<file path="config.mk">
export PLATFORM = sky130hd
export DESIGN_NAME = frf_ctrl
export DESIGN_NICKNAME = d
export VERILOG_FILES = /design/src/rtl/core/frf_pkg.sv /design/src/rtl/core/frf_ctrl.sv
export SDC_FILE = /design/constraint.sdc
export NUM_CORES = 1
export LEC_CHECK = 0
export CAP_MARGIN = 20
export CORE_MARGIN = 3
export CORE_UTILIZATION = 30
export DETAILED_ROUTE_END_ITERATION = 6
export DONT_BUFFER_PORTS = 1
export SLEW_MARGIN = 10
export SYNTH_ARGS = -nofsm -noshare
export SYNTH_HDL_FRONTEND = slang
export SYNTH_SLANG_ARGS = --single-unit
</file>
<file path="constraint.sdc">
create_clock -name clk -period 6.8 [get_ports clk]
set_input_delay 0.34 -clock clk [delete_from_list [all_inputs] [get_ports clk]]
set_output_delay 0.34 -clock clk [all_outputs]
set_load 0.01 [all_outputs]
</file>
<file path="src/rtl/core/frf_pkg.sv">
// frf_pkg: shared constants, codes and item types of the fragment reassembly fifo
// depends on nothing; imported by the channel interfaces, frf_ctrl, the top and the testbench
package frf_pkg;

  // ring and staging sizes, both powers of two
  localparam int RING_BYTES  = 4096;
  localparam int STAGE_BYTES = 512;
  localparam int RING_AW     = $clog2(RING_BYTES);
  localparam int STAGE_AW    = $clog2(STAGE_BYTES);
  localparam int FCNT_W      = $clog2(RING_BYTES + 1);
  localparam int SCNT_W      = $clog2(STAGE_BYTES + 1);

  localparam int FUNC_W  = 2;
  localparam int FLAGS_W = 16;
  localparam int LEN_W   = 16;
  localparam int BYTE_W  = 8;
  localparam int OFS_W   = 12;
  localparam int STAT_W  = 3;
  localparam int CFG_W   = 16;
  localparam int CFG_IDX_W = 2;

  typedef enum logic [FUNC_W-1:0] {
    FN_FRAG  = 2'd0,
    FN_POP   = 2'd1,
    FN_PEEK  = 2'd2,
    FN_CLEAR = 2'd3
  } func_t;

  typedef enum logic [STAT_W-1:0] {
    ST_OK         = 3'd0,
    ST_NO_BEGIN   = 3'd1,
    ST_BAD_SYNC   = 3'd2,
    ST_EMPTY      = 3'd3,
    ST_STAGE_FULL = 3'd4,
    ST_FIFO_FULL  = 3'd5,
    ST_FIFO_EMPTY = 3'd6
  } status_t;

  typedef enum logic [CFG_IDX_W-1:0] {
    CFG_SYNC_MASK    = 2'd0,
    CFG_SYNC_PATTERN = 2'd1,
    CFG_BEGIN_FLAG   = 2'd2,
    CFG_END_FLAG     = 2'd3
  } cfg_idx_t;

  typedef struct packed {
    logic [CFG_W-1:0] sync_mask;
    logic [CFG_W-1:0] sync_pattern;
    logic [CFG_W-1:0] begin_flag;
    logic [CFG_W-1:0] end_flag;
  } cfg_t;

  typedef struct packed {
    func_t              func;
    logic [FLAGS_W-1:0] frag_flags;
    logic [LEN_W-1:0]   frag_len;
    logic [BYTE_W-1:0]  data_byte;
    logic               first_of_frag;
    logic               last_of_frag;
    logic [OFS_W-1:0]   peek_offset;
  } item_t;

  typedef struct packed {
    status_t            status;
    logic [BYTE_W-1:0]  read_byte;
    logic               message_done;
    logic [FCNT_W-1:0]  fifo_count;
    logic [SCNT_W-1:0]  staged_count;
  } res_t;

endpackage

</file>
<file path="src/rtl/core/frf_ctrl.sv">
// frf_ctrl: request sequencer; fragment checks, staging writes, commit copy,
// pop/peek reads and fifo pointers; uses frf_pkg, drives the two frf_ram instances
module frf_ctrl import frf_pkg::*; (
  input  logic                clk,
  input  logic                rst_n,
  input  cfg_t                cfg,
  input  logic                in_valid,
  output logic                in_ready,
  input  item_t               in_item,
  output logic                res_valid,
  input  logic                res_ready,
  output res_t                res,
  output logic                st_we,
  output logic [STAGE_AW-1:0] st_waddr,
  output logic [BYTE_W-1:0]   st_wdata,
  output logic [STAGE_AW-1:0] st_raddr,
  input  logic [BYTE_W-1:0]   st_rdata,
  output logic                rg_we,
  output logic [RING_AW-1:0]  rg_waddr,
  output logic [BYTE_W-1:0]   rg_wdata,
  output logic [RING_AW-1:0]  rg_raddr,
  input  logic [BYTE_W-1:0]   rg_rdata
);

  typedef enum logic [2:0] {
    S_IDLE,
    S_EXEC,
    S_READ,
    S_COPY,
    S_OUT
  } state_t;

  state_t              state_r, state_nxt;
  item_t               item_r, item_nxt;
  status_t             status_r, status_nxt;
  logic [BYTE_W-1:0]   byte_r, byte_nxt;
  logic                done_r, done_nxt;
  logic [SCNT_W-1:0]   sc_r, sc_nxt;
  logic                eb_r, eb_nxt;
  logic                disc_r, disc_nxt;
  logic [RING_AW-1:0]  wp_r, wp_nxt;
  logic [RING_AW-1:0]  rp_r, rp_nxt;
  logic [FCNT_W-1:0]   held_r, held_nxt;
  logic [SCNT_W-1:0]   copy_rd_r, copy_rd_nxt;
  logic [SCNT_W-1:0]   copy_len_r, copy_len_nxt;
  logic                pend_r, pend_nxt;

  logic                fail;
  logic                do_stage;
  status_t             fstat;
  logic [SCNT_W-1:0]   stage_room;
  logic [FCNT_W-1:0]   ring_room;
  logic [SCNT_W-1:0]   sc_plus;

  assign in_ready  = (state_r == S_IDLE);
  assign res_valid = (state_r == S_OUT);
  assign res       = '{status: status_r, read_byte: byte_r, message_done: done_r,
                       fifo_count: held_r, staged_count: sc_r};

  assign st_waddr   = sc_r[STAGE_AW-1:0];
  assign st_wdata   = item_r.data_byte;
  assign st_raddr   = copy_rd_r[STAGE_AW-1:0];
  assign rg_waddr   = wp_r;
  assign rg_wdata   = st_rdata;
  assign stage_room = SCNT_W'(STAGE_BYTES) - sc_r;
  assign ring_room  = FCNT_W'(RING_BYTES) - held_r;
  assign sc_plus    = sc_r + SCNT_W'(1);

  always_comb begin
    state_nxt    = state_r;
    item_nxt     = item_r;
    status_nxt   = status_r;
    byte_nxt     = byte_r;
    done_nxt     = done_r;
    sc_nxt       = sc_r;
    eb_nxt       = eb_r;
    disc_nxt     = disc_r;
    wp_nxt       = wp_r;
    rp_nxt       = rp_r;
    held_nxt     = held_r;
    copy_rd_nxt  = copy_rd_r;
    copy_len_nxt = copy_len_r;
    pend_nxt     = pend_r;
    st_we        = 1'b0;
    rg_we        = 1'b0;
    rg_raddr     = rp_r;
    fail         = 1'b0;
    do_stage     = 1'b0;
    fstat        = ST_OK;

    case (state_r)
      S_IDLE: begin
        if (in_valid) begin
          item_nxt  = in_item;
          state_nxt = S_EXEC;
        end
      end

      S_EXEC: begin
        status_nxt = ST_OK;
        byte_nxt   = '0;
        done_nxt   = 1'b0;
        state_nxt  = S_OUT;
        case (item_r.func)
          FN_FRAG: begin
            if (item_r.first_of_frag) begin
              disc_nxt = 1'b0;
              if (eb_r) begin
                eb_nxt = 1'b0;
                if ((item_r.frag_flags & cfg.begin_flag) == '0) begin
                  fail  = 1'b1;
                  fstat = ST_NO_BEGIN;
                end
              end
              if (!fail && (item_r.frag_flags & cfg.sync_mask) != cfg.sync_pattern) begin
                fail  = 1'b1;
                fstat = ST_BAD_SYNC;
              end
              if (!fail && item_r.frag_len == '0) begin
                fail  = 1'b1;
                fstat = ST_EMPTY;
              end
              if (!fail && 32'(stage_room) < 32'(item_r.frag_len)) begin
                fail  = 1'b1;
                fstat = ST_STAGE_FULL;
              end
              do_stage = !fail;
            end else if (disc_r) begin
              // rest of a rejected fragment
              if (item_r.last_of_frag) begin
                disc_nxt = 1'b0;
              end
            end else if (!eb_r) begin
              do_stage = 1'b1;
            end

            // overlong fragment runs past the staging buffer
            if (do_stage && sc_r == SCNT_W'(STAGE_BYTES)) begin
              do_stage = 1'b0;
              fail     = 1'b1;
              fstat    = ST_STAGE_FULL;
            end

            if (fail) begin
              sc_nxt   = '0;
              eb_nxt   = 1'b1;
              disc_nxt = !item_r.last_of_frag;
            end
            status_nxt = fstat;

            if (do_stage) begin
              st_we  = 1'b1;
              sc_nxt = sc_plus;
              if (item_r.last_of_frag && (item_r.frag_flags & cfg.end_flag) != '0) begin
                sc_nxt = '0;
                eb_nxt = 1'b1;
                if (ring_room >= FCNT_W'(sc_plus)) begin
                  held_nxt     = held_r + FCNT_W'(sc_plus);
                  done_nxt     = 1'b1;
                  copy_len_nxt = sc_plus;
                  copy_rd_nxt  = '0;
                  pend_nxt     = 1'b0;
                  state_nxt    = S_COPY;
                end else begin
                  status_nxt = ST_FIFO_FULL;
                end
              end
            end
          end

          FN_POP: begin
            if (held_r == '0) begin
              status_nxt = ST_FIFO_EMPTY;
            end else begin
              rg_raddr  = rp_r;
              rp_nxt    = rp_r + RING_AW'(1);
              held_nxt  = held_r - FCNT_W'(1);
              state_nxt = S_READ;
            end
          end

          FN_PEEK: begin
            if (32'(item_r.peek_offset) >= 32'(held_r)) begin
              status_nxt = ST_FIFO_EMPTY;
            end else begin
              // offset is below the count here, so it fits the ring index
              rg_raddr  = rp_r + RING_AW'(item_r.peek_offset);
              state_nxt = S_READ;
            end
          end

          FN_CLEAR: begin
            wp_nxt   = '0;
            rp_nxt   = '0;
            held_nxt = '0;
          end

          default: begin
            state_nxt = S_OUT;
          end
        endcase
      end

      S_READ: begin
        byte_nxt  = rg_rdata;
        state_nxt = S_OUT;
      end

      S_COPY: begin
        // staging read issued in the cycle before the matching ring write
        if (copy_rd_r != copy_len_r) begin
          copy_rd_nxt = copy_rd_r + SCNT_W'(1);
          pend_nxt    = 1'b1;
        end else begin
          pend_nxt = 1'b0;
        end
        if (pend_r) begin
          rg_we  = 1'b1;
          wp_nxt = wp_r + RING_AW'(1);
        end
        if (copy_rd_r == copy_len_r && !pend_r) begin
          state_nxt = S_OUT;
        end
      end

      S_OUT: begin
        if (res_ready) begin
          state_nxt = S_IDLE;
        end
      end

      default: begin
        state_nxt = S_IDLE;
      end
    endcase
  end

  always_ff @(posedge clk) begin
    if (!rst_n) begin
      state_r <= S_IDLE;
      sc_r    <= '0;
      eb_r    <= 1'b1;
      disc_r  <= 1'b0;
      wp_r    <= '0;
      rp_r    <= '0;
      held_r  <= '0;
      pend_r  <= 1'b0;
    end else begin
      state_r <= state_nxt;
      sc_r    <= sc_nxt;
      eb_r    <= eb_nxt;
      disc_r  <= disc_nxt;
      wp_r    <= wp_nxt;
      rp_r    <= rp_nxt;
      held_r  <= held_nxt;
      pend_r  <= pend_nxt;
    end
    item_r     <= item_nxt;
    status_r   <= status_nxt;
    byte_r     <= byte_nxt;
    done_r     <= done_nxt;
    copy_rd_r  <= copy_rd_nxt;
    copy_len_r <= copy_len_nxt;
  end

endmodule

</file>
[After elaboration in Yosys (flattened, before gate mapping)]
Cells that the tools add are included.
Widths: inputs -> output; s select.
Word-level totals
  flip-flop bits (word level): 141
  input port bits: 140
  output and inout port bits: 97
  word-level logic and storage cells: 189
Operators by class
  add/subtract/negate cells: 9
  order comparisons: 3
  equality and inequality tests: 25
  mux-type cells: 95
  bitwise logic cells: 3
  reductions and logical operators: 34
Operators with widths (count)
  $mux 10: 8
  $mux 12: 6
  $mux 3: 18
  $mux 13: 4
  $mux 1: 50
  $and 16x16->16: 3
  $pmux 12 s2: 2
  $pmux 13 s3: 1
  $logic_not 16->1: 2
  $add 12x1->12 const B: 2
  $ne 2x2->1 const B: 11
  $add 10x1->10 const B: 2
  $pmux 10 s2: 1
  $pmux 3 s3: 2
  $lt 10x16->1: 1
  $ne 16x16->1: 1
  $pmux 8 s2: 1
  $reduce_bool 16->1: 1
  $pmux 3 s5: 1
  $reduce_and 3->1: 5
  $add 13x10->13: 1
  $ge 12x13->1: 1
  $ge 13x10->1: 1
  $logic_not 13->1: 1
  other kinds (23): 43

[Depth between registers and ports, before layout]
Gate-level depths: netlist of the first run.
  word-level depth: 36
  gate-level depth with buffers: 17
  depth with buffers taken out: 17

[Worst setup path after synthesis of the first run]
Ideal clock, no wire load.
  kind: reg2reg
  start point: reg sc_r[0]
  end point: reg copy_rd_r[0] (enable)
  arrival: 3.865 ns
  data required time: 6.484 ns
  slack: 2.618 ns
  cell stages (with the launch flop): 16
  path buffers: 1
  cell sequence: dfxtp_1 clkbuf_1 inv_1 ha_1 nor3b_1 and2_1 nand2_1 xor2_1 ha_1 o21a_1 o21ai_0 o31a_1 o21ai_0 a31oi_2 nor3_1 or2_2
Between the ends
  elaborated cells on any way between the ends: 21
  classes of those cells: 2 x add/sub; 2 x order compare; 3 x eq/ne; 10 x mux; 4 x reduce/logical
RTL lines
  start, declared: RTL line frf_ctrl.sv:38  | logic [SCNT_W-1:0] sc_r, sc_nxt;
  start signal, assigned: RTL line frf_ctrl.sv:250  | sc_r <= sc_nxt;
  $add 10x1->10: RTL line frf_ctrl.sv:67  | assign sc_plus = sc_r + SCNT_W'(1);
  via sc_plus[0]: RTL line frf_ctrl.sv:53  | logic [SCNT_W-1:0] sc_plus;
  $ge 13x10->1: RTL line frf_ctrl.sv:157  | if (ring_room >= FCNT_W'(sc_plus)) begin
  $ne 2x2->1 (no source line)
  $reduce_and 6->1 (no source line)
  end signal, assigned: RTL line frf_ctrl.sv:262  | copy_rd_r <= copy_rd_nxt;
  end, declared: RTL line frf_ctrl.sv:44  | logic [SCNT_W-1:0] copy_rd_r, copy_rd_nxt;
The timed path passes the listed nets, and every way through them passes these cells. The select of a mux whose other input is x is not followed.
A chain may end at the register's enable or synchronous reset.

[Final worst setup path of the first run]
  start point: reg sc_r[0]
  end point: reg held_r[12]
Between the ends
  elaborated cells on any way between the ends: 26
  classes of those cells: 3 x add/sub; 2 x order compare; 3 x eq/ne; 14 x mux; 4 x reduce/logical
RTL lines
  $add 10x1->10 *: RTL line frf_ctrl.sv:67
  via sc_plus[0]: RTL line frf_ctrl.sv:53
  $add 13x10->13: RTL line frf_ctrl.sv:158  | held_nxt = held_r + FCNT_W'(sc_plus);
  $mux 13: RTL line frf_ctrl.sv:157
  $mux 13: RTL line frf_ctrl.sv:154  | if (item_r.last_of_frag && (item_r.frag_flags & cfg.end_flag) != '0) begin
  $mux 13: RTL line frf_ctrl.sv:151  | if (do_stage) begin
  $pmux 13 s3: RTL line frf_ctrl.sv:104  | case (item_r.func)
  end signal, assigned: RTL line frf_ctrl.sv:255  | held_r <= held_nxt;
  end, declared: RTL line frf_ctrl.sv:43  | logic [FCNT_W-1:0] held_r, held_nxt;
The timed path passes the listed nets; every way through them passes the cells marked *. The select of a mux whose other input is x is not followed.

==> results of run 1 <==
## layout by cell type (no fill, tap or decap), drive strengths merged, types with 33 or more instances in the layout
cell type,Yosys,routed
edfxtp,88,88
dlygate4sd3,0,57
inv,49,56
dfxtp,53,53
xor2,33,33
nand3,40,40
nand2,69,69
xnor2,48,48
nor2,84,84
a21oi,47,47
ha,60,60
## layer usage
metal | routed length [um] | track usage | share of wire | vias up
met5 | 0 | 0 | 0 | -
met4 | 808 | 0.0662 | 0.033 | 0
met3 | 2210 | 0.0568 | 0.089 | 41
met2 | 11600 | 0.261 | 0.47 | 259
met1 | 10200 | 0.181 | 0.41 | 3181
li1 | - | - | - | 3379
## kinds of logic after synthesis
logic type	after synthesis	synth area share
and+or+nand+nor	344	0.199
AOI/OAI and AO/OA	165	0.127
DFF	141	0.415
buffers and inverters	109	0.0619
xor gates and xnor gates	81	0.0796
adders and majority gates	62	0.0887
muxes	25	0.0295
## cell type report
| class | instances | area [um2] |
|---|---|---|
| Antenna cell | 3 | 7.51 |
| Timing Repair Buffer | 62 | 608 |
| Sequential cell | 141 | 3700 |
| Tap cell | 384 | 480 |
| Multi-Input combinational cell | 677 | 4670 |
| Clock buffer | 20 | 479 |
| Inverter | 50 | 188 |
| Fill cell | 2939 | 18800 |
| Clock inverter | 12 | 123 |
## through the flow
| stage | setup slack [ps] | utilization | hold WS (ps) | std cells | instance area (um2) |
|---|---|---|---|---|---|
| 2_1_floorplan | 2620 | - | 439 | 927 | 8920 |
| 3_3_place_gp | 2620 | 0.313 | 425 | 1257 | 9080 |
| 3_5_place_dp | 2490 | 0.313 | 424 | 1257 | 9080 |
| 4_1_cts | 2430 | 0.353 | 9.41 | 1346 | 10200 |
| 5_1_grt | 2100 | 0.354 | 24.1 | 1349 | 10300 |
| 6_report | 2500 | 0.354 | 39.0 | 1349 | 10300 |
## state kept, by name, indices dropped and copies added, names as in the netlist
| signal | count |
|---|---|
| item_r | 48 |
| held_r | 13 |
| rg_waddr | 12 |
| rp_r | 12 |
| copy_len_r | 10 |
| copy_rd_r | 10 |
| sc_r | 10 |
| byte_r | 8 |
| st_wdata | 8 |
| state_r | 3 |
| status_r | 3 |
| disc_r | 1 |
| done_r | 1 |
| eb_r | 1 |
| pend_r | 1 |
## path summary, 6_finish.rpt
| path | depth (start not counted) | from | slack (ps) | to |
|---|---|---|---|---|
| setup reg to reg | 15 | sc_r[0]$_SDFFE_PN0P_ | 2500 | held_r[12]$_SDFFE_PN0P_ |
| setup / recovery | 15 | sc_r[0]$_SDFFE_PN0P_ | 2500 | held_r[12]$_SDFFE_PN0P_ |
| hold / removal | 2 | rst_n | 40 | state_r[2]$_SDFFE_PN0P_ |
| hold reg to reg | 2 | pend_r$_SDFFE_PN0P_ | 490 | pend_r$_SDFFE_PN0P_ |
## where the power goes
group / switching, uW / internal, uW / total, uW
registers: 154 / 1090 / 1240
logic: 473 / 330 / 803
clock network: 402 / 558 / 960
total: 1030 / 1980 / 3010
==> results.md, run 1 <==
* Status: completed
* Worst clock skew at 14.0 ps
* Slew HR at 0.413
* Global route overflow at 0
* Initial antenna violation count at 3
* P_leak at between 0.003 and 0.004 uW
* Clock root cell: clkbuf_16
* Post-cts sizing count at 0
* Port-buffer cells at 0
* Critical Path End Type: register
* Chip Width at 178 um
* Mapped Cells at slightly above 900
* CP arrival at 4610 ps
* Max Slew Vio Count at 0
* PD cells at 293 nW/um2
* # DRC at 0
* Post-route ant nets at 0
* Vias per cell at 5.09
* Mapped Area at 8920 um2
* Asr flop ratio synth at 0
* Top-level I/O count at 237
* Die height at approximately 180 um
* Avg Inst Size Synth at approximately 9.6 um2
* Final Routed Wirelength at between 20000 and 25000 um
* Synth top area cells: edfxtp_1 (30%), dfxtp_1 (12%), ha_1 (8.4%)
* Core area at just under 30000 um2
* Setup tns final at 0 ps
* Clock buffer depth at 2
* First-pass GRT wire length at around 38000 um
* GRT Overall Usage at 0.157
* Mapped Nets at 1129
* Pin count of the biggest net entering global routing at 57
* EDFF count, synth at 88
* Clk_lat worst skew at between 400 and 500 ps
* Die area at ~32000 um2
* RD Place Congestion at about 0.86
* RSZ-0062 raised after global routing: false
* Crit-path leading delay family: compound AO/OA/AOI/OAI gates
* Most frequent CP cell: o21ai_0
* Area share of the largest cell type after synthesis at 0.296
* WP buf/inv at 1
* Critical path type: register to register
* Netlist cell types at 75
* Startpoint Class: register
* Post-CTS setup repair buffer count at 0
* YS warnings at 0
* CTS HTree Levels at 4
* Critical Path, Cell by Cell: inv_1 > ha_1 > nor3b_1 > and2_1 > nand2_1 > xor2_1 > ha_1 > o21a_1 > o21ai_0 > o31a_1 > o21ai_0 > a31oi_2 > o31ai_4 > o21ai_0 > a31o_1
* Cell taking the most area after synthesis: edfxtp_1
* CTS Sinks at roughly 140
* Fmax at between 0.2 and 0.25 GHz
* VDD IR max at roughly 0.00015 V
* Seq/Total Area, Yosys at 0.415
* Tot Pwr at between 3000 and 4000 uW
* Prevailing post-synth register cell: edfxtp_1
* DR vias at roughly 6900
* Share of cells above drive strength 1 at 0.0676
* CTS tree: built
* Worst-margin pin slew at slightly below 900 ps
* Tmin final at 4300 ps
* Register bit total from synthesis at around 140
* Period utilisation layout at 0.632
* Clk slew on worst S/H paths at about 60 ps
* CP Max Fanout at 18
* CTS hold repair buffers at 57
* Layout Nets at approximately 1200
* Post-synth top cells: edfxtp_1 (88), nor2_1 (84), nand2_1 (69)
* Critical-path top delay cell: o31ai_4
* Final setup fails at 0
* Std-Cell Rows at 62
* Detail Placement HPWL at between 15000 and 20000 um
* Initial Util at 0.307
* Critical path's largest stage delay at around 800 ps
* Hold Vio Cnt, Final at 0
* Number of iterations in the first detailed-routing pass at 6
* DRT iter0 DRCs at 419
* Most frequent cell after synthesis: edfxtp_1
* Vias in the first global route at roughly 6900
* Hold Crit Class: primary input to register
* Total CTS buffers at 17
* Routed WL per cell at approximately 18 um
* Area grow syn2layout at 15.0%
* Max Cap Violations at 0
* CP required at 7110 ps
(Power assumes the default switching activity.)
==> run 2, diff against run 1 <==
ABC_AREA = 1   (was not set)
clock period = 3.9 ns   (was 6.8 ns; I/O delays follow)
==> run 2 against run 1 <==
Die area increased by 5.6%. First-iteration DRC count decreased by 21%. Fmax increased by 24%. Cell area increased by 7.2%. Clock-buffer cell count unchanged. Largest cell class unchanged.
==> results.md, run 2 <==
* Status: completed
* Most frequent cells in the layout: nand2_1 (280), inv_1 (150), nor2_1 (122), edfxtp_1 (88), a21oi_1 (81)
* CP arrival at 3830 ps (-780 ps)
* Final Routed Wirelength at 26400 um (+6.6%)
* Hold Vio Cnt, Final at 0 (unchanged)
* Clk slew on worst S/H paths at 60 ps (about the same)
* Tot Pwr at 5350 uW (+78%)
* Vias in the first global route at 8016 (+16%)
* Period utilisation layout at 0.888 (+0.255)
* Filler cell count at 3136 (+6.7%)
* RD Place Congestion at 0.861 (+0.74%)
* Critical path's largest stage delay at 370 ps (-430 ps)
* YS warnings at 0 (unchanged)
* Pin count of the biggest net entering global routing at 35 (-39%)
* CTS Sinks at 141 (unchanged)
* Number of iterations in the first detailed-routing pass at 5 (-1)
* CP required at 4270 ps (-2840 ps)
* Mapped Area at 9430 um2 (+5.8%)
* # DRC at 0 (unchanged)
* VDD IR max at 0.000341 V (+130%)
* Startpoint Class: register
* Detail Placement HPWL at 21000 um (+11%)
* Avg Inst Size Synth at 7.80 um2 (-19%)
* Storage element area at 3700 um2 (unchanged)
* Largest register by flop count: item_r
* Clock root cell: clkbuf_16
* DRT iter0 DRCs at 333 (-21%)
* Port-buffer cells at 0 (unchanged)
* Routed WL per cell at 15.8 um (-14%)
* Slew HR at 0.525 (+0.112)
* Global route overflow at 0 (unchanged)
* Initial antenna violation count at 0 (-3)
* Initial Util at 0.306 (-0.00135)
* CP Max Fanout at 5 (-13)
* RSZ-0062 raised after global routing: false
* GRT Overall Usage at 0.158 (+0.000933)
* Total CTS buffers at 17 (unchanged)
* Tmin final at 3460 ps (-837 ps)
* CTS tree: built
* Post-synth top cells: nand2_1 (280), inv_1 (150), nor2_1 (125)
* Most frequent CP cell: inv_1
* Synth top area cells: edfxtp_1 (28%), dfxtp_1 (11%), nand2_1 (11%)
* P_leak at 0.00466 uW (+17%)
* Area share of the largest cell type after synthesis at 0.280 (-0.0162)
* Top-level I/O count at 237 (unchanged)
* Cell taking the most area after synthesis: edfxtp_1
* Worst-margin pin slew at 706 ps (-174 ps)
* CTS HTree Levels at 4 (unchanged)
* Mapped Cells at 1210 (+31%)
* Critical-path top delay cell: dfxtp_1
* Register bit total from synthesis at 141 (unchanged)
* Leading registers by flop count: item_r (48), held_r (13)
* Most frequent cell after synthesis: nand2_1
* Area grow syn2layout at 16.5%
* Hold WS at 140 ps (+101 ps)
* Multi-input gate area at 4790 um2 (+2.5%)
* Hold Crit Class: primary input to register
* First-pass GRT wire length at 41400 um (+8.9%)
* Max Slew Vio Count at 0 (unchanged)
* EDFF count, synth at 88 (unchanged)
* Max FFs per register at 48 (unchanged)
* Die area at 33600 um2 (+5.6%)
* Post-route ant nets at 0 (unchanged)
* Max Cap Violations at 0 (unchanged)
* Critical Path End Type: register
* Worst clock skew at 10.4 ps (-3.59 ps)
* Vias per cell at 4.77 (-6.1%)
* Layout Nets at 1466 (+27%)
* WP buf/inv at 7 (+6)
* Critical path type: register to register
* Clock buffer depth at 2 (unchanged)
* PD cells at 487 nW/um2 (+66%)
* Chip Width at 183 um (+2.8%)
* Clk_lat worst skew at 430 ps (about the same)
* Prevailing post-synth register cell: edfxtp_1
* Mapped Nets at 1412 (+25%)
* Asr flop ratio synth at 0 (unchanged)
* DR vias at 7988 (+16%)
* Netlist cell types at 52 (-31%)
* Core area at 30800 um2 (+6.3%)
* Die height at 183 um (+2.8%)
* Fmax at 0.289 GHz (+24%)
* Crit-path leading delay family: simple AND/OR/NAND/NOR gates
* Commonest non-fill, non-tap cell in the layout: nand2_1
* Share of cells above drive strength 1 at 0.0955 (+0.0280)
* Final setup fails at 0 (unchanged)
* Seq/Total Area, Yosys at 0.393 (-0.0227)
* Setup tns final at 0 ps (unchanged)
* Antenna diodes at 0 (-3)
* Std-Cell Rows at 64 (+3.2%)
-- run 2: cell count changes after synthesis, sizes merged, moves of 12 or more --
cell   change
and2      -12
nor2      +58
or3       -15
and3      -19
mux2i     -15
o21ai     +24
xnor2     -37
a21oi     +38
nand2    +226
inv      +115
nand3     +35
-- run 2: cell type report --
cell class	count	area share
clock inverter	12	0.0135
inverter	166	0.0567
tap	396	0.0451
sequential	141	0.337
timing repair buffer	83	0.0726
multi-input combinational	855	0.435
clock buffer	20	0.0397
-- run 2: where the power goes --
group | internal [uW] | total [uW] | switching (uW)
registers | 1890 | 2130 | 234
logic | 556 | 1580 | 1020
clock network | 1000 | 1640 | 642
total | 3450 | 5350 | 1900
-- run 2: per-layer routing --
layer / part of all wire / up-vias / track usage
met1: 0.42 / 3655 / 0.184
met3: 0.070 / 30 / 0.0498
met2: 0.50 / 225 / 0.279
li1: - / 4078 / -
met4: 0.015 / 0 / 0.0451
met5: 0 / - / 0
-- run 2: repair_timing --
action / 4_1_cts / 5_1_grt
resized for setup: 0 / 4
setup buffers: 0 / 0
hold buffers: 65 / 0
endpoints found under the hold margin: 67 / 0
endpoints found under the setup margin: 0 / 3
-- run 2: through the flow --
stage | setup slack (ps) | util | instance area [um2] | cells
global route | 22.3 | 0.357 | 11000 | 1673
detailed placement | 407 | 0.316 | 9750 | 1576
finish | 438 | 0.357 | 11000 | 1673
CTS | 351 | 0.356 | 11000 | 1673
floorplan | 256 | - | 9430 | 1210
global placement | 517 | 0.316 | 9750 | 1576
-- run 2: logic make-up after synthesis --
| logic type | synth area share |
|---|---|
| flip-flops | 0.393 |
| buffers and inverters | 0.102 |
| AO/OA/AOI/OAI | 0.0977 |
| XOR/XNOR | 0.0379 |
| AND/OR/NAND/NOR | 0.286 |
| adder cells (fa/ha/maj) | 0.0838 |
-- run 2: path summary, 6_finish.rpt --
path,startpoint,endpoint,slack (ps),cells past startpoint
max reg2reg,sc_r[0]$_SDFFE_PN0P_,held_r[12]$_SDFFE_PN0P_,440,27
min reg2reg,disc_r$_SDFFE_PN0P_,disc_r$_SDFFE_PN0P_,470,2
min,rst_n,held_r[12]$_SDFFE_PN0P_,140,2
max,sc_r[0]$_SDFFE_PN0P_,held_r[12]$_SDFFE_PN0P_,440,27
==> run 3, diff against run 2 <==
CELL_PAD_IN_SITES_DETAIL_PLACEMENT = 0   (was not set)
CELL_PAD_IN_SITES_GLOBAL_PLACEMENT = 1   (was not set)
PLACE_DENSITY_LB_ADDON = 0.1   (was not set)
==> run 3 against run 2 <==
Sequential power barely moved. Sequential share of layout area fell by 0.21 points. Critical path depth fell by 12. Combinational power rose by 4%. Register-to-register slack improved by 40 ps. Core utilization rose by 0.23 points. Cell area rose by 0.64%. Largest power group unchanged. Sequential cell count did not move. Cell count rose by 0.48%. Fmax fell by 1.7%. Via count fell by 2.1%.
==> results.md, run 3 (synthesized netlist as in run 2, its figures left out) <==
* Status: completed
* Vias per cell at 4.65 (-2.6%)
* Clk_lat worst skew at 440 ps (about the same)
* Post-route ant nets at 0 (unchanged)
* Max Slew Vio Count at 0 (unchanged)
* WP buf/inv at 1 (-6)
* CP Max Fanout at 7 (+2)
* Clock root cell: clkbuf_16
* Total CTS buffers at 17 (unchanged)
* Hold Vio Cnt, Final at 0 (unchanged)
* Setup tns final at 0 ps (unchanged)
* Clk slew on worst S/H paths at 70 ps (about the same)
* Initial antenna violation count at 0 (unchanged)
* RD Place Congestion at 0.856 (-0.60%)
* Reg2reg setup slack at 480 ps (+40 ps)
* Largest register by flop count: item_r
* Die area at 33600 um2 (unchanged)
* Critical Path, Cell by Cell: buf_4 > nor3_1 > nand3_1 > o31a_1 > ha_1 > nand2_1 > nor2_1 > nand2_1 > nand2_1 > nand2_1 > nand2_1 > nand3_2 > nand2_4 > nand2_1 > nor3_1
* DR vias at 7819 (-2.1%)
* DRT iter0 DRCs at 340 (+2.1%)
* PD cells at 493 nW/um2 (+1.2%)
* RSZ-0062 raised after global routing: false
* Critical path type: register to output pin
* Worst Setup EP: st_we
* Detail Placement HPWL at 22400 um (+6.4%)
* GRT Overall Usage at 0.168 (+0.0106)
* Worst clock skew at 15.2 ps (+4.88 ps)
* Post-cts sizing count at 0 (unchanged)
* Fmax at 0.284 GHz (-1.7%)
* Reg2reg end: held_r[11]$_SDFFE_PN0P_
* Std-Cell Rows at 64 (unchanged)
* Routed WL per cell at 16.7 um (+5.4%)
* Slew HR at 0.614 (+0.0894)
* # DRC at 0 (unchanged)
* Most frequent CP cell: nand2_1
* Pin count of the biggest net entering global routing at 43 (+23%)
* CP required at 3700 ps (-570 ps)
* Share of cells above drive strength 1 at 0.0988 (+0.00330)
* Tmin final at 3520 ps (+59.8 ps)
* Final setup fails at 0 (unchanged)
* First-pass GRT wire length at 43600 um (+5.4%)
* Port-buffer cells at 0 (unchanged)
* Core area at 30800 um2 (unchanged)
* Critical Path End Type: output pin
* Levels on crit path at 15 (-44%)
* Max FFs per register at 48 (unchanged)
* P_leak at 0.00470 uW (+0.97%)
* Tot Pwr at 5450 uW (+1.9%)
* FF-to-FF Start: sc_r[0]$_SDFFE_PN0P_
* Leading registers by flop count: item_r (48), held_r (13)
* Period utilisation layout at 0.903 (+0.0153)
* Hold Crit Class: primary input to register
* VDD IR max at 0.000323 V (-5.1%)
* Most frequent cells in the layout: nand2_1 (280), inv_1 (150), nor2_1 (124), edfxtp_1 (88), a21oi_1 (81)
* Vias in the first global route at 7777 (-3.0%)
* Critical path's largest stage delay at 420 ps (+50 ps)
* Die height at 183 um (unchanged)
* Final Routed Wirelength at 28000 um (+5.9%)
* Chip Width at 183 um (unchanged)
* Top-level I/O count at 237 (unchanged)
* CP arrival at 3330 ps (-500 ps)
* Worst setup path start: sc_r[0]$_SDFFE_PN0P_
* FF-to-FF path depth at 25 (-7.4%)
* Startpoint Class: register
* Layout Nets at 1474 (+0.55%)
* Multi-input gate area at 4780 um2 (-0.21%)
* Storage element area at 3700 um2 (unchanged)
* Filler cell count at 3205 (+2.2%)
* Max Cap Violations at 0 (unchanged)
* Commonest non-fill, non-tap cell in the layout: nand2_1
* Clock buffer depth at 2 (unchanged)
* CTS tree: built
* Hold path depth at 2 (unchanged)
* Crit-path leading delay family: simple AND/OR/NAND/NOR gates
* CTS Sinks at 141 (unchanged)
* Antenna diodes at 0 (unchanged)
* Initial Util at 0.306 (unchanged)
* CTS HTree Levels at 4 (unchanged)
* Number of iterations in the first detailed-routing pass at 5 (unchanged)
* Global route overflow at 0 (unchanged)
* Critical-path top delay cell: nor3_1
* Worst-margin pin slew at 577 ps (-129 ps)
* Area grow syn2layout at 17.3%
## run 3: cell types whose count changed in the layout (fill, tap and decap cells not counted), sizes merged
cell      change
buf           +8
bufinv        -1
clkbuf        +3
clkinv        -6
clkinvlp      +2
inv           +2
## run 3: area by class of cell
| type | instances | area share |
|---|---|---|
| inverter | 166 | 0.0563 |
| clock buffer | 23 | 0.0451 |
| sequential | 141 | 0.335 |
| timing repair buffer | 91 | 0.0776 |
| clock inverter | 9 | 0.00961 |
| tap | 396 | 0.0448 |
| multi-input combinational | 855 | 0.432 |
## run 3: through the flow
stage	setup slack, ps	hold slack [ps]	instance area [um2]	std cells	utilization
2_1_floorplan	256	264	9430	1210	-
6_report	379	140	11100	1681	0.359
4_1_cts	269	116	11100	1681	0.359
5_1_grt	41.4	137	11100	1681	0.359
3_3_place_gp	452	272	9810	1584	0.318
3_5_place_dp	482	272	9810	1584	0.318
## run 3: per-layer routing
metal / up-vias / share of wire / wire (um) / GRT usage
met5: - / 0 / 0 / 0
met1: 3543 / 0.48 / 13500 / 0.226
met4: 0 / 0.0058 / 163 / 0.0356
li1: 4094 / - / - / -
met2: 167 / 0.46 / 12900 / 0.276
met3: 15 / 0.051 / 1440 / 0.0420
## run 3: worst min-delay path by stage
stage | startpoint | end
after floorplan | rst_n | eb_r$_SDFFE_PN1P_
after global placement | rst_n | eb_r$_SDFFE_PN1P_
after detailed placement | rst_n | eb_r$_SDFFE_PN1P_
after CTS | rst_n | held_r[12]$_SDFFE_PN0P_
after global routing | rst_n | rp_r[0]$_SDFFE_PN0P_
final | rst_n | held_r[12]$_SDFFE_PN0P_
## run 3: where the power goes
part / switching [uW] / total (uW) / internal (uW)
logic: 1080 / 1640 / 565
clock network: 675 / 1710 / 1030
registers: 211 / 2110 / 1890
## run 3: what timing repair did
action / in CTS / in global routing
hold buffers: 65 / 0
setup buffers: 0 / 0
setup endpoints to repair: 0 / 0
hold endpoints to repair: 67 / 0
